`src/rtl/wav_stream_parser_defines.svh`:
```
// Assertion macros shared by the WAV stream parser RTL.
`ifndef WAV_STREAM_PARSER_DEFINES_SVH
`define WAV_STREAM_PARSER_DEFINES_SVH

// Check that cons holds in the same cycle whenever ante holds.
`define WSP_ASSERT_SAME(name, clk, rstn, ante, cons, msg) \
	name: assert property (@(posedge clk) disable iff (!rstn) (ante) |-> (cons)) \
		else $error(msg);

// Check that cons holds in the cycle after ante.
`define WSP_ASSERT_NEXT(name, clk, rstn, ante, cons, msg) \
	name: assert property (@(posedge clk) disable iff (!rstn) (ante) |=> (cons)) \
		else $error(msg);

`endif

```
`src/rtl/wsp_pkg.sv`:
```
// Types and constants of the WAV stream parser.
package wsp_pkg;

	// parser phases, one-hot
	typedef enum logic [6:0] {
		PH_HEADER = 7'b0000001,
		PH_FORM   = 7'b0000010,
		PH_FMT    = 7'b0000100,
		PH_SKIP   = 7'b0001000,
		PH_DATA   = 7'b0010000,
		PH_DONE   = 7'b0100000,
		PH_HALT   = 7'b1000000
	} phase_t;

	// event codes on the result side
	typedef enum logic [2:0] {
		EV_FRAME      = 3'd0,
		EV_DATA_START = 3'd1,
		EV_BAD_FORMAT = 3'd2,
		EV_TOO_LARGE  = 3'd3,
		EV_DATA_END   = 3'd4,
		EV_EARLY_EOF  = 3'd5
	} event_t;

	// input word kinds
	localparam logic KIND_BYTE = 1'b0;
	localparam logic KIND_EOF  = 1'b1;

	// register map
	localparam logic REG_MAX_CHUNK = 1'b0;

	// chunk ids, little-endian character order
	localparam logic [31:0] ID_RIFF = 32'h4646_4952;
	localparam logic [31:0] ID_WAVE = 32'h4556_4157;
	localparam logic [31:0] ID_FMT  = 32'h2074_6D66;
	localparam logic [31:0] ID_DATA = 32'h6174_6164;

	localparam logic [15:0] FMT_TAG_PCM     = 16'd1;
	localparam logic [31:0] MAX_CHUNK_RESET = 32'd1000000000;

	// byte positions inside headers and the fmt body
	localparam logic [3:0] HDR_ID_BYTES = 4'd4;
	localparam logic [3:0] HDR_LAST     = 4'd7;
	localparam logic [3:0] FORM_LAST    = 4'd3;
	localparam logic [3:0] FMT_TAG_END  = 4'd2;
	localparam logic [3:0] FMT_CH_END   = 4'd4;
	localparam logic [3:0] FMT_RATE_END = 4'd8;
	localparam logic [3:0] FMT_BITS_BEG = 4'd14;
	localparam logic [3:0] FMT_LAST     = 4'd15;
	localparam logic [31:0] FORM_BYTES  = 32'd4;
	localparam logic [31:0] FMT_BYTES   = 32'd16;
	localparam logic [15:0] BITS_U8     = 16'd8;
	localparam logic [15:0] CH_MONO     = 16'd1;

	// one result word
	typedef struct packed {
		event_t      ev;
		logic [15:0] left;
		logic [15:0] right;
		logic [31:0] rate;
		logic [15:0] channels;
		logic [15:0] bits;
		logic        last;
	} result_t;

endpackage

```
`src/rtl/wav_stream_parser.sv`:
```
// WAV stream parser: RIFF/WAVE byte stream in, events and PCM frames out.
//
// Usage:
//   Slave stream: one word per file byte. tdata carries the byte, tuser
//   marks end of file (1) instead of a byte. Master stream: one word per
//   event; tuser is the event code, tdata the frame and fmt values, tlast
//   marks the final word caused by one input word. The APB port holds the
//   largest chunk size that may be skipped (address 0).
//   Throughput: one input word per cycle. Each accepted word is decoded in
//   the cycle it is taken; its zero, one or two results enter a four-entry
//   result queue, and the first one is offered from the next cycle on,
//   behind any older results still queued. The result queue sets the
//   rate: input is taken while at least two entries are free, so a word
//   stream that makes at most one result per word runs at full rate.
//   Reset: parser returns to chunk header, all stores clear, the queue
//   empties and the size limit returns to 1000000000.
//   Receiver stall: results wait in the queue; once fewer than two
//   entries are free, s_tready drops until results are taken.
module wav_stream_parser (
	input  logic        clk,
	input  logic        arst_n,
	// slave stream
	input  logic        s_tvalid,
	output logic        s_tready,
	input  logic [7:0]  s_tdata,   // [7:0] byte_value
	input  logic        s_tuser,   // [0] kind
	// master stream
	output logic        m_tvalid,
	input  logic        m_tready,
	output logic [95:0] m_tdata,   // [15:0] left_sample, [31:16] right_sample,
	                               // [63:32] rate_hz, [79:64] channel_total,
	                               // [95:80] sample_bits
	output logic [2:0]  m_tuser,   // [2:0] event_res
	output logic        m_tlast,   // last_of_run
	// APB configuration
	input  logic        psel,
	input  logic        penable,
	input  logic        pwrite,
	input  logic [0:0]  paddr,
	input  logic [31:0] pwdata,
	output logic [31:0] prdata,
	output logic        pready
);
	import wsp_pkg::*;

	`include "wav_stream_parser_defines.svh"

	// parser state
	phase_t      phase_q, phase_d;
	logic [3:0]  field_count_q, field_count_d;
	logic [31:0] chunk_id_q, chunk_id_d;
	logic [31:0] chunk_length_q, chunk_length_d;
	logic [15:0] format_tag_q, format_tag_d;
	logic [15:0] channel_q, channel_d;
	logic [31:0] rate_q, rate_d;
	logic [15:0] bits_q, bits_d;
	logic [31:0] skip_q, skip_d;
	logic [31:0] data_rem_q, data_rem_d;
	logic [7:0]  low_byte_q, low_byte_d;
	logic [15:0] left_hold_q, left_hold_d;
	logic [1:0]  frame_pos_q, frame_pos_d;
	logic [31:0] max_chunk_q;

	// result queue
	result_t     fifo_q [4];
	logic [1:0]  wr_ptr_q, rd_ptr_q;
	logic [2:0]  count_q;

	logic        in_acc, out_acc;
	result_t     res0, res1;
	logic [1:0]  n_res;
	logic [7:0]  b;
	logic [3:0]  fc_inc;
	logic [31:0] len_new, skip_dec, data_dec;
	logic [15:0] s8, s16;
	logic        mono;
	logic        wr_en;

	assign in_acc  = s_tvalid && s_tready;
	assign out_acc = m_tvalid && m_tready;
	assign b       = s_tdata;
	assign fc_inc  = field_count_q + 4'd1;
	assign len_new = {b, chunk_length_q[31:8]};
	assign skip_dec = skip_q - 32'd1;
	assign data_dec = data_rem_q - 32'd1;
	assign s8      = {~b[7], ~b[7], b[6:0], 7'd0};
	assign s16     = {b, low_byte_q};
	assign mono    = (channel_q == CH_MONO);

	// APB: single register, no wait states
	assign pready = 1'b1;
	assign wr_en  = psel && penable && pwrite && (paddr == REG_MAX_CHUNK);
	assign prdata = (paddr == REG_MAX_CHUNK) ? max_chunk_q : 32'd0;

	always_ff @(posedge clk or negedge arst_n) begin
		if (!arst_n) begin
			max_chunk_q <= MAX_CHUNK_RESET;
		end else if (wr_en) begin
			max_chunk_q <= pwdata;
		end
	end

	// decode one byte: next state and up to two results
	always_comb begin
		phase_d        = phase_q;
		field_count_d  = field_count_q;
		chunk_id_d     = chunk_id_q;
		chunk_length_d = chunk_length_q;
		format_tag_d   = format_tag_q;
		channel_d      = channel_q;
		rate_d         = rate_q;
		bits_d         = bits_q;
		skip_d         = skip_q;
		data_rem_d     = data_rem_q;
		low_byte_d     = low_byte_q;
		left_hold_d    = left_hold_q;
		frame_pos_d    = frame_pos_q;
		res0           = '0;
		res1           = '0;
		n_res          = 2'd0;

		if (s_tuser == KIND_EOF) begin
			if (phase_q != PH_DONE && phase_q != PH_HALT) begin
				res0.ev = EV_EARLY_EOF;
				n_res   = 2'd1;
				phase_d = PH_DONE;
			end
		end else begin
			unique case (phase_q)
				PH_HEADER: begin
					if (field_count_q < HDR_ID_BYTES) begin
						chunk_id_d = {b, chunk_id_q[31:8]};
					end else begin
						chunk_length_d = len_new;
					end
					field_count_d = fc_inc;
					if (field_count_q == HDR_LAST) begin
						field_count_d = '0;
						if (chunk_id_q == ID_DATA) begin
							data_rem_d    = len_new;
							frame_pos_d   = '0;
							res0.ev       = EV_DATA_START;
							res0.rate     = rate_q;
							res0.channels = channel_q;
							res0.bits     = bits_q;
							n_res         = 2'd1;
							if (len_new == '0) begin
								res1.ev = EV_DATA_END;
								n_res   = 2'd2;
								phase_d = PH_DONE;
							end else begin
								phase_d = PH_DATA;
							end
						end else if (chunk_id_q == ID_RIFF) begin
							phase_d = PH_FORM;
						end else if (chunk_id_q == ID_FMT) begin
							phase_d = PH_FMT;
						end else if (len_new > max_chunk_q) begin
							res0.ev = EV_TOO_LARGE;
							n_res   = 2'd1;
							phase_d = PH_HALT;
						end else begin
							skip_d  = len_new;
							phase_d = (len_new == '0) ? PH_HEADER : PH_SKIP;
						end
					end
				end
				PH_FORM: begin
					chunk_id_d    = {b, chunk_id_q[31:8]};
					field_count_d = fc_inc;
					if (field_count_q == FORM_LAST) begin
						field_count_d = '0;
						if ({b, chunk_id_q[31:8]} == ID_WAVE) begin
							phase_d = PH_HEADER;
						end else if (chunk_length_q > max_chunk_q) begin
							res0.ev = EV_TOO_LARGE;
							n_res   = 2'd1;
							phase_d = PH_HALT;
						end else if (chunk_length_q > FORM_BYTES) begin
							skip_d  = chunk_length_q - FORM_BYTES;
							phase_d = PH_SKIP;
						end else begin
							skip_d  = '0;
							phase_d = PH_HEADER;
						end
					end
				end
				PH_FMT: begin
					if (field_count_q < FMT_TAG_END) begin
						format_tag_d = {b, format_tag_q[15:8]};
					end else if (field_count_q < FMT_CH_END) begin
						channel_d = {b, channel_q[15:8]};
					end else if (field_count_q < FMT_RATE_END) begin
						rate_d = {b, rate_q[31:8]};
					end else if (field_count_q >= FMT_BITS_BEG) begin
						bits_d = {b, bits_q[15:8]};
					end
					field_count_d = fc_inc;
					if (field_count_q == FMT_LAST) begin
						field_count_d = '0;
						if (format_tag_q != FMT_TAG_PCM) begin
							res0.ev = EV_BAD_FORMAT;
							n_res   = 2'd1;
							phase_d = PH_HALT;
						end else if (chunk_length_q > FMT_BYTES) begin
							skip_d  = chunk_length_q - FMT_BYTES;
							phase_d = PH_SKIP;
						end else begin
							skip_d  = '0;
							phase_d = PH_HEADER;
						end
					end
				end
				PH_SKIP: begin
					if (skip_q != '0) begin
						skip_d = skip_dec;
					end
					if (skip_q <= 32'd1) begin
						phase_d = PH_HEADER;
					end
				end
				PH_DATA: begin
					data_rem_d = data_dec;
					if (bits_q == BITS_U8) begin
						if (frame_pos_q == 2'd0 && !mono) begin
							left_hold_d = s8;
							frame_pos_d = 2'd1;
						end else if (frame_pos_q == 2'd0) begin
							res0.ev    = EV_FRAME;
							res0.left  = s8;
							res0.right = s8;
							n_res      = 2'd1;
						end else begin
							res0.ev     = EV_FRAME;
							res0.left   = left_hold_q;
							res0.right  = s8;
							n_res       = 2'd1;
							frame_pos_d = 2'd0;
						end
					end else if (!frame_pos_q[0]) begin
						low_byte_d  = b;
						frame_pos_d = frame_pos_q + 2'd1;
					end else if (frame_pos_q == 2'd1 && !mono) begin
						left_hold_d = s16;
						frame_pos_d = 2'd2;
					end else if (frame_pos_q == 2'd1) begin
						res0.ev     = EV_FRAME;
						res0.left   = s16;
						res0.right  = s16;
						n_res       = 2'd1;
						frame_pos_d = 2'd0;
					end else begin
						res0.ev     = EV_FRAME;
						res0.left   = left_hold_q;
						res0.right  = s16;
						n_res       = 2'd1;
						frame_pos_d = 2'd0;
					end
					// close the data chunk on its final byte
					if (data_dec == '0) begin
						phase_d = PH_DONE;
						if (n_res == 2'd1) begin
							res1.ev = EV_DATA_END;
							n_res   = 2'd2;
						end else begin
							res0.ev = EV_DATA_END;
							n_res   = 2'd1;
						end
					end
				end
				PH_DONE, PH_HALT: begin
					phase_d = phase_q;
				end
				default: begin
					phase_d = PH_HALT;
				end
			endcase
		end

		// mark the final result of this word
		if (n_res == 2'd2) begin
			res1.last = 1'b1;
		end else begin
			res0.last = 1'b1;
		end
	end

	// advance parser state on each accepted word
	always_ff @(posedge clk or negedge arst_n) begin
		if (!arst_n) begin
			phase_q        <= PH_HEADER;
			field_count_q  <= '0;
			chunk_id_q     <= '0;
			chunk_length_q <= '0;
			format_tag_q   <= '0;
			channel_q      <= '0;
			rate_q         <= '0;
			bits_q         <= '0;
			skip_q         <= '0;
			data_rem_q     <= '0;
			low_byte_q     <= '0;
			left_hold_q    <= '0;
			frame_pos_q    <= '0;
		end else if (in_acc) begin
			phase_q        <= phase_d;
			field_count_q  <= field_count_d;
			chunk_id_q     <= chunk_id_d;
			chunk_length_q <= chunk_length_d;
			format_tag_q   <= format_tag_d;
			channel_q      <= channel_d;
			rate_q         <= rate_d;
			bits_q         <= bits_d;
			skip_q         <= skip_d;
			data_rem_q     <= data_rem_d;
			low_byte_q     <= low_byte_d;
			left_hold_q    <= left_hold_d;
			frame_pos_q    <= frame_pos_d;
		end
	end

	// result queue: push up to two words, pop one
	always_ff @(posedge clk) begin
		if (in_acc && n_res != 2'd0) begin
			fifo_q[wr_ptr_q] <= res0;
		end
		if (in_acc && n_res == 2'd2) begin
			fifo_q[wr_ptr_q + 2'd1] <= res1;
		end
	end

	always_ff @(posedge clk or negedge arst_n) begin
		if (!arst_n) begin
			wr_ptr_q <= '0;
			rd_ptr_q <= '0;
			count_q  <= '0;
		end else begin
			if (in_acc) begin
				wr_ptr_q <= wr_ptr_q + n_res;
			end
			if (out_acc) begin
				rd_ptr_q <= rd_ptr_q + 2'd1;
			end
			count_q <= count_q + (in_acc ? {1'b0, n_res} : 3'd0) - {2'b0, out_acc};
		end
	end

	assign s_tready = (count_q <= 3'd2);
	assign m_tvalid = (count_q != 3'd0);
	assign m_tdata  = {fifo_q[rd_ptr_q].bits, fifo_q[rd_ptr_q].channels,
	                   fifo_q[rd_ptr_q].rate, fifo_q[rd_ptr_q].right,
	                   fifo_q[rd_ptr_q].left};
	assign m_tuser  = fifo_q[rd_ptr_q].ev;
	assign m_tlast  = fifo_q[rd_ptr_q].last;

	// checks
	`WSP_ASSERT_SAME(a_count_bound, clk, arst_n, 1'b1, count_q <= 3'd4,
		"result queue overflow")
	`WSP_ASSERT_NEXT(a_halt_sticky, clk, arst_n, phase_q == PH_HALT,
		phase_q == PH_HALT, "parser left halt without reset")
	`WSP_ASSERT_NEXT(a_done_sticky, clk, arst_n, phase_q == PH_DONE,
		phase_q == PH_DONE, "parser left done without reset")
	`WSP_ASSERT_NEXT(a_data_close, clk, arst_n,
		in_acc && phase_q == PH_DATA && data_rem_q == 32'd1,
		phase_q == PH_DONE, "data chunk not closed on its final byte")
	`WSP_ASSERT_NEXT(a_push_visible, clk, arst_n, in_acc && n_res != 2'd0,
		m_tvalid, "pushed result not offered")

endmodule

```
`config.mk`:
```
export PLATFORM = sky130hd
export DESIGN_NAME = wav_stream_parser
export DESIGN_NICKNAME = d
export VERILOG_FILES = /design/src/rtl/wsp_pkg.sv /design/src/rtl/wav_stream_parser.sv
export VERILOG_INCLUDE_DIRS = /design/src /design/src/rtl
export SDC_FILE = /design/constraint.sdc
export NUM_CORES = 2
export LEC_CHECK = 0
export ABC_AREA = 1
export BUFFER_PORTS_ARGS = -buffer_cell sky130_fd_sc_hd__buf_4
export CAP_MARGIN = 5
export CORE_MARGIN = 2
export CORE_UTILIZATION = 29
export DETAILED_ROUTE_END_ITERATION = 10
export GPL_TIMING_DRIVEN = 0
export PLACE_DENSITY = 0.46
export SLEW_MARGIN = 25
export SYNTH_ARGS = -nofsm -noshare
export SYNTH_HDL_FRONTEND = slang
export SYNTH_SLANG_ARGS = --single-unit
```
`constraint.sdc`:
```
create_clock -name clk -period 5 [get_ports clk]
set_input_delay 0.75 -clock clk [delete_from_list [all_inputs] [get_ports clk]]
set_output_delay 0.75 -clock clk [all_outputs]
set_load 0.02 [all_outputs]
```
After elaboration in Yosys (flattened, before gate mapping). Memories as Yosys holds them, arrays and structs flattened. Cells that the tools add are included.

Memories kept: 1. Output and inout bits: 135. Logic and storage cells: 245. Flip-flop bits (word level): 284. Memory bits (writable): 400.

Eq/ne operators: 44. Reduce and logical (&&, ||, !) cells: 37. Bitwise operators: 8. $lt $le $gt $ge: 10. Muxes and demuxes: 117. $add $sub $neg: 11.

Memory list: fifo_q (depth 4, width 100, read ports 1, clocked after memory_dff 0, write ports 2, line wav_stream_parser.sv:65) `result_t fifo_q [4];`.

Operators with widths (count): 32-bit two-way mux (23); 64-bit two-way mux (3); 32-bit case mux with 2 select lines (2); 32-bit case mux with 4 select lines (1); 7-bit two-way mux (14); 32-bit by 31-bit equality test with 1-bit output (second input constant) (3); 96-bit two-way mux (1); 32-bit greater-than comparator (2); 32-bit zero test (2); 16-bit two-way mux (4); 32-bit by 1-bit subtractor with 32-bit output (second input constant) (2); 2-bit two-way mux (27); 7-bit case mux with 6 select lines (1); 35-bit two-way mux (1); 32-bit by 30-bit equality test with 1-bit output (second input constant) (1); 32-bit by 3-bit greater-than comparator with 1-bit output (second input constant) (1); 32-bit by 5-bit greater-than comparator with 1-bit output (second input constant) (1); 32-bit by 1-bit <= comparator with 1-bit output (second input constant) (1); 32-bit nonzero test (1); 32-bit by 3-bit subtractor with 32-bit output (second input constant) (1); 32-bit by 5-bit subtractor with 32-bit output (second input constant) (1); 3-bit two-way mux (10); 2-bit != test (second input constant) (14); 4-bit two-way mux (6); other kinds (52) (104).

Longest topological paths before layout.
Depth after elaboration: 17. Gate-level depth with buffers: 27.

Worst setup path before layout. No wires, ideal clock.

Path kind: flip-flop to flip-flop. From: reg data_rem_q[0]. To: reg count_q[2]. Period minus slack after synthesis: 3.727 ns. Arrival time: 3.605 ns. Stages on the path, launching flop included: 25. Slack: 1.273 ns. Buffers on the path: 0. Cell sequence: dfrtp_1 > inv_1 > ha_1 > nand3_1 > nor3_1 > inv_1 > nor2_1 > xnor2_1 > inv_1 > nor3_1 > nand3_1 > nor3_1 > nand4_1 > nor2_1 > ha_1 > inv_1 > nor2_1 > nor2_1 > nand3_1 > nand3_2 > ha_1 > inv_1 > ha_1 > fa_1 > xnor2_1.

Word-level cells in the longest chain between the ends: 8.

RTL lines: start: declaration (line wav_stream_parser.sv:58) `logic [31:0] data_rem_q, data_rem_d;`; start signal: assignment (line wav_stream_parser.sv:314) `data_rem_q <= data_rem_d;`; 32-bit by 1-bit subtractor with 32-bit output (line wav_stream_parser.sv:85) `assign data_dec = data_rem_q - 32'd1;`; 32-bit zero test (line wav_stream_parser.sv:260) `if (data_dec == '0) begin`; 2-bit two-way mux (line wav_stream_parser.sv:260); 2-bit case mux with 4 select lines (line wav_stream_parser.sv:129) `unique case (phase_q)`; 2-bit two-way mux (line wav_stream_parser.sv:122) `if (s_tuser == KIND_EOF) begin`; 2-bit two-way mux (line wav_stream_parser.sv:343) `count_q <= count_q + (in_acc ? {1'b0, n_res} : 3'd0) - {2'b0, out_acc};`; 3-bit by 2-bit adder with 3-bit output (line wav_stream_parser.sv:343); 3-bit by 1-bit subtractor with 3-bit output (line wav_stream_parser.sv:343); end signal: assignment (line wav_stream_parser.sv:343); end: declaration (line wav_stream_parser.sv:67) `logic [2:0] count_q;`.

Every way passes these cells. A chain may end at the register's enable or synchronous reset.

Final worst setup path.
From: reg rd_ptr_q[0]. To: out m_tdata[1].

Word-level cells in the longest chain between the ends: 1.

RTL lines: start: declaration (line wav_stream_parser.sv:66) `logic [1:0] wr_ptr_q, rd_ptr_q;`; start signal: assignment (line wav_stream_parser.sv:341) `rd_ptr_q <= rd_ptr_q + 2'd1;`; memory read 4 x 100 bit; end: declaration (line wav_stream_parser.sv:30) `output logic [95:0] m_tdata,`.

Every way passes these cells.

==> results.ini <==
[timing]
slew-limit-headroom_pct=23.36
setup_viol=0
max_freq_mhz=215.2
worst_slack_ns=0.3540
finalSetupTns_ns=0
rsz0062_at_grt=no
worstMarginPinSlew_ns=1.147
hold_viol=0
slew_viol_final=0
clock_skew_ns=0.03079
layout_min_cycle_time_ns=4.646
hold_slack_ns=0.3029
layout_worst_path_cycle_share_pct=92.92

[layout]
nNetsFinal=5855
multi_input_area_um2=19220
seq_area_um2=15210
final_util_pct=34.35
area_delta_synth_final_pct=17.89
drive_above_1_share_pct=9.248
fill_cells=14220

[drt]
drt_first_pass_iters=6
routedWlPerCell_um=21.12
vias=38375
antenna_left=0
via_per_inst=5.090
dr.first_iter.drc_count=3401
wirelength_um=159200
drc=0

[logic_synthesis]
synth_cell_type_count=64
syn_nets=5583
syn_area_um2=37580
ys_seq_area_share_pct=40.48
synth.avg_cell_area_um2=6.892
synth_cells=5453
synth_edf_count=8
async_reset_ff_share_pct=41.52
synth_ff_type=dfxtp_1
synth_seq_cells=684
ys.warnings.count=0

[die]
dieArea_um2=132500
fp-row-count=132
die_w_um=364.0
dieHeight_um=364.0
core_area_um2=129000
ios=184
initial_utilization_pct=29.13

[worst_setup_path]
reg2reg_from=data_rem_q[0]$_DFFE_PN0P_
reg2reg_to=fifo_q[1][99]$_DFFE_PP_
crit_type=reg -> out
reg2regPathDepth=24
required_ns=4.25
cp_top_family=buffers and inverters
cp-end-kind=output port
cp-start-kind=flop
slowest_stage=clkbuf_2
crit_fanout=10
arrival_ns=3.90
critical_path_cell_count=6
crit_chain=clkinv_1, clkbuf_2, clkbuf_1, nor2_1, o22ai_1, buf_4
regToRegSetupSlack_ns=0.36
cp_num_buf_inv=4
max_stage_delay_ns=0.64

[placed_design]
numPortBuffers=180
hpwl_um=116900
place.gp.congestion=0.9225
place_ws_ns=-0.2690

[clock_tree]
tritoncts=yes
clk_pin_slew_ns=0.06
cts_max_path_buffers=3
clock-sinks=684
clk_latency_ns=0.72
htreeDepth=3
cts_root_buffer=clkbuf_16
cts_buffers=84
post_cts_buffers=0

[global_routing]
grt-ovfl-total=0
grt_pass1_vias=36969
antenna_found_initial=5
grt_start_max_net_pins=75
grt_pass1_wl_um=239500
grtUsageTotal_pct=23.80

[power_and_ir_drop]
pwr_density_cell_nw_per_um2=557.0
p_leak_nw=21.19
ir_drop_v=0.0002930
p_total_w=0.02468

[min_path]
hp-start=pwdata[28]
hold_depth=3
hold_end=max_chunk_q[28]$_DFFE_PN1P_
hold_class=in -> reg

[flow_run]
maxCapViolCount=0

[outcome]
status=finished clean

-- cell usage in the layout, fill, tap and decap left out, drive strengths merged, types with 18 or more instances in the layout --
master  count
nor2      999
nand2     948
a21oi     551
nand3     530
o21ai     484
dfxtp     392
clkbuf    390
inv       383
buf       298
dfrtp     270
o22ai     101
ha         80
xor2       56
nand4      53
nor3       52
clkinv     28
o211ai     21
nor4       18
-- cells by family (layout without fill, tap and decap cells) --
kind of cell / count (synthesis) / in the layout / share of synthesized area [%]
xor+xnor: 65 / 65 / 1.515
compound gates: 1226 / 1226 / 17.36
fa+ha+maj: 81 / 81 / 2.717
simple gates: 2620 / 2620 / 29.06
buf+inv: 766 / 1109 / 8.567
flops: 684 / 684 / 40.48
other cells: 1 / 2 / 0.009979
mux: 10 / 10 / 0.2963
-- metal layers --
metal  up-vias  track usage [%]  wire length [um]
met5         -                0                13
met4         2            8.348              5938
met3       284            3.760              9904
met2      1229            38.88             72490
met1     18187            31.76             70870
li1      18673                -                 -
-- repair_timing --
action | 4_1_cts | 5_1_grt
resized for setup | 11 | 43
hold buffers | 1 | 0
endpoints found under the hold margin | 18 | 0
setup endpoints to repair | 365 | 405
-- sequential cells by signal, indices dropped and copies added, names as in the netlist --
name,cells
rate_q,32
skip_q,32
format_tag_q,16
bits_q,16
left_hold_q,16
phase_q,7
field_count_q,4
channel_q,16
max_chunk_q,32
chunk_length_q,32
fifo_q,400
data_rem_q,32
rd_ptr_q,2
chunk_id_q,32
wr_ptr_q,2
low_byte_q,8
frame_pos_q,2
count_q,3
-- cells in the mapped netlist, drive strengths merged, types with 14 or more instances --
cell type  number  area [um2]
ha             80        1001
nor2          999        3770
o211ai         21       157.7
nand3         530        2658
nand4          53       331.6
o21ai         484        2422
dfxtp         392        7848
inv           381        1430
nor4           18       163.9
nor3           52       270.3
dfrtp         270        6756
buf           118       787.0
o2111ai        14       122.6
nand2         948        3588
xor2           56       490.5
clkbuf        261       979.7
a21oi         551        2761
dfstp          14       367.9
o22ai         101       631.9
-- power breakdown --
part           leakage, nW  switching [W]  total, W  internal (W)
Sequential            6.83       0.000807   0.00802       0.00721
Combinational         12.9        0.00694    0.0102       0.00322
Clock                 1.43        0.00270   0.00650       0.00380
Total                 21.2         0.0104    0.0247        0.0142
-- area by class of cell --
cell class,count,share of cell area (%)
antenna,1,0.005648
buffer,379,4.146
clock buffer,124,5.561
clock inverter,33,0.9941
inverter,387,3.279
multi-input combinational,4003,43.38
sequential,684,34.34
tap,1742,4.920
timing repair buffer,186,3.383
-- worst reg2reg max path: cells and delay by family, from the launching register on --
| kind | cells | cell delay [ns] |
|---|---|---|
| simple gates | 16 | 2.36 |
| buf+inv | 5 | 0.86 |
| fa+ha+maj | 2 | 0.48 |
| flops | 1 | 0.43 |
| xor+xnor | 1 | 0.22 |
-- how the worst max path moves through the flow --
stage | start | endpoint | slack [ns]
after global placement | data_rem_q[0]$_DFFE_PN0P_ | fifo_q[0][99]$_DFFE_PP_ | -0.27
after floorplan | data_rem_q[0]$_DFFE_PN0P_ | count_q[2]$_DFF_PN0_ | 1.27
after detailed placement | data_rem_q[0]$_DFFE_PN0P_ | fifo_q[0][99]$_DFFE_PP_ | -0.27
after global routing | data_rem_q[0]$_DFFE_PN0P_ | fifo_q[1][99]$_DFFE_PP_ | 0.002
after CTS | data_rem_q[0]$_DFFE_PN0P_ | fifo_q[0][71]$_SDFFE_PP0P_ | 0.02
final | rd_ptr_q[0]$_DFFE_PN0P_ | m_tdata[1] | 0.35
-- stage by stage --
step | instance area, um2 | instances
after floorplan | 37580 | 5453
after global placement | 41110 | 7375
after detailed placement | 41300 | 7380
after CTS | 44230 | 7538
after global routing | 44300 | 7538
final | 44300 | 7539
No activity file was read; power rests on OpenSTA's default activity.
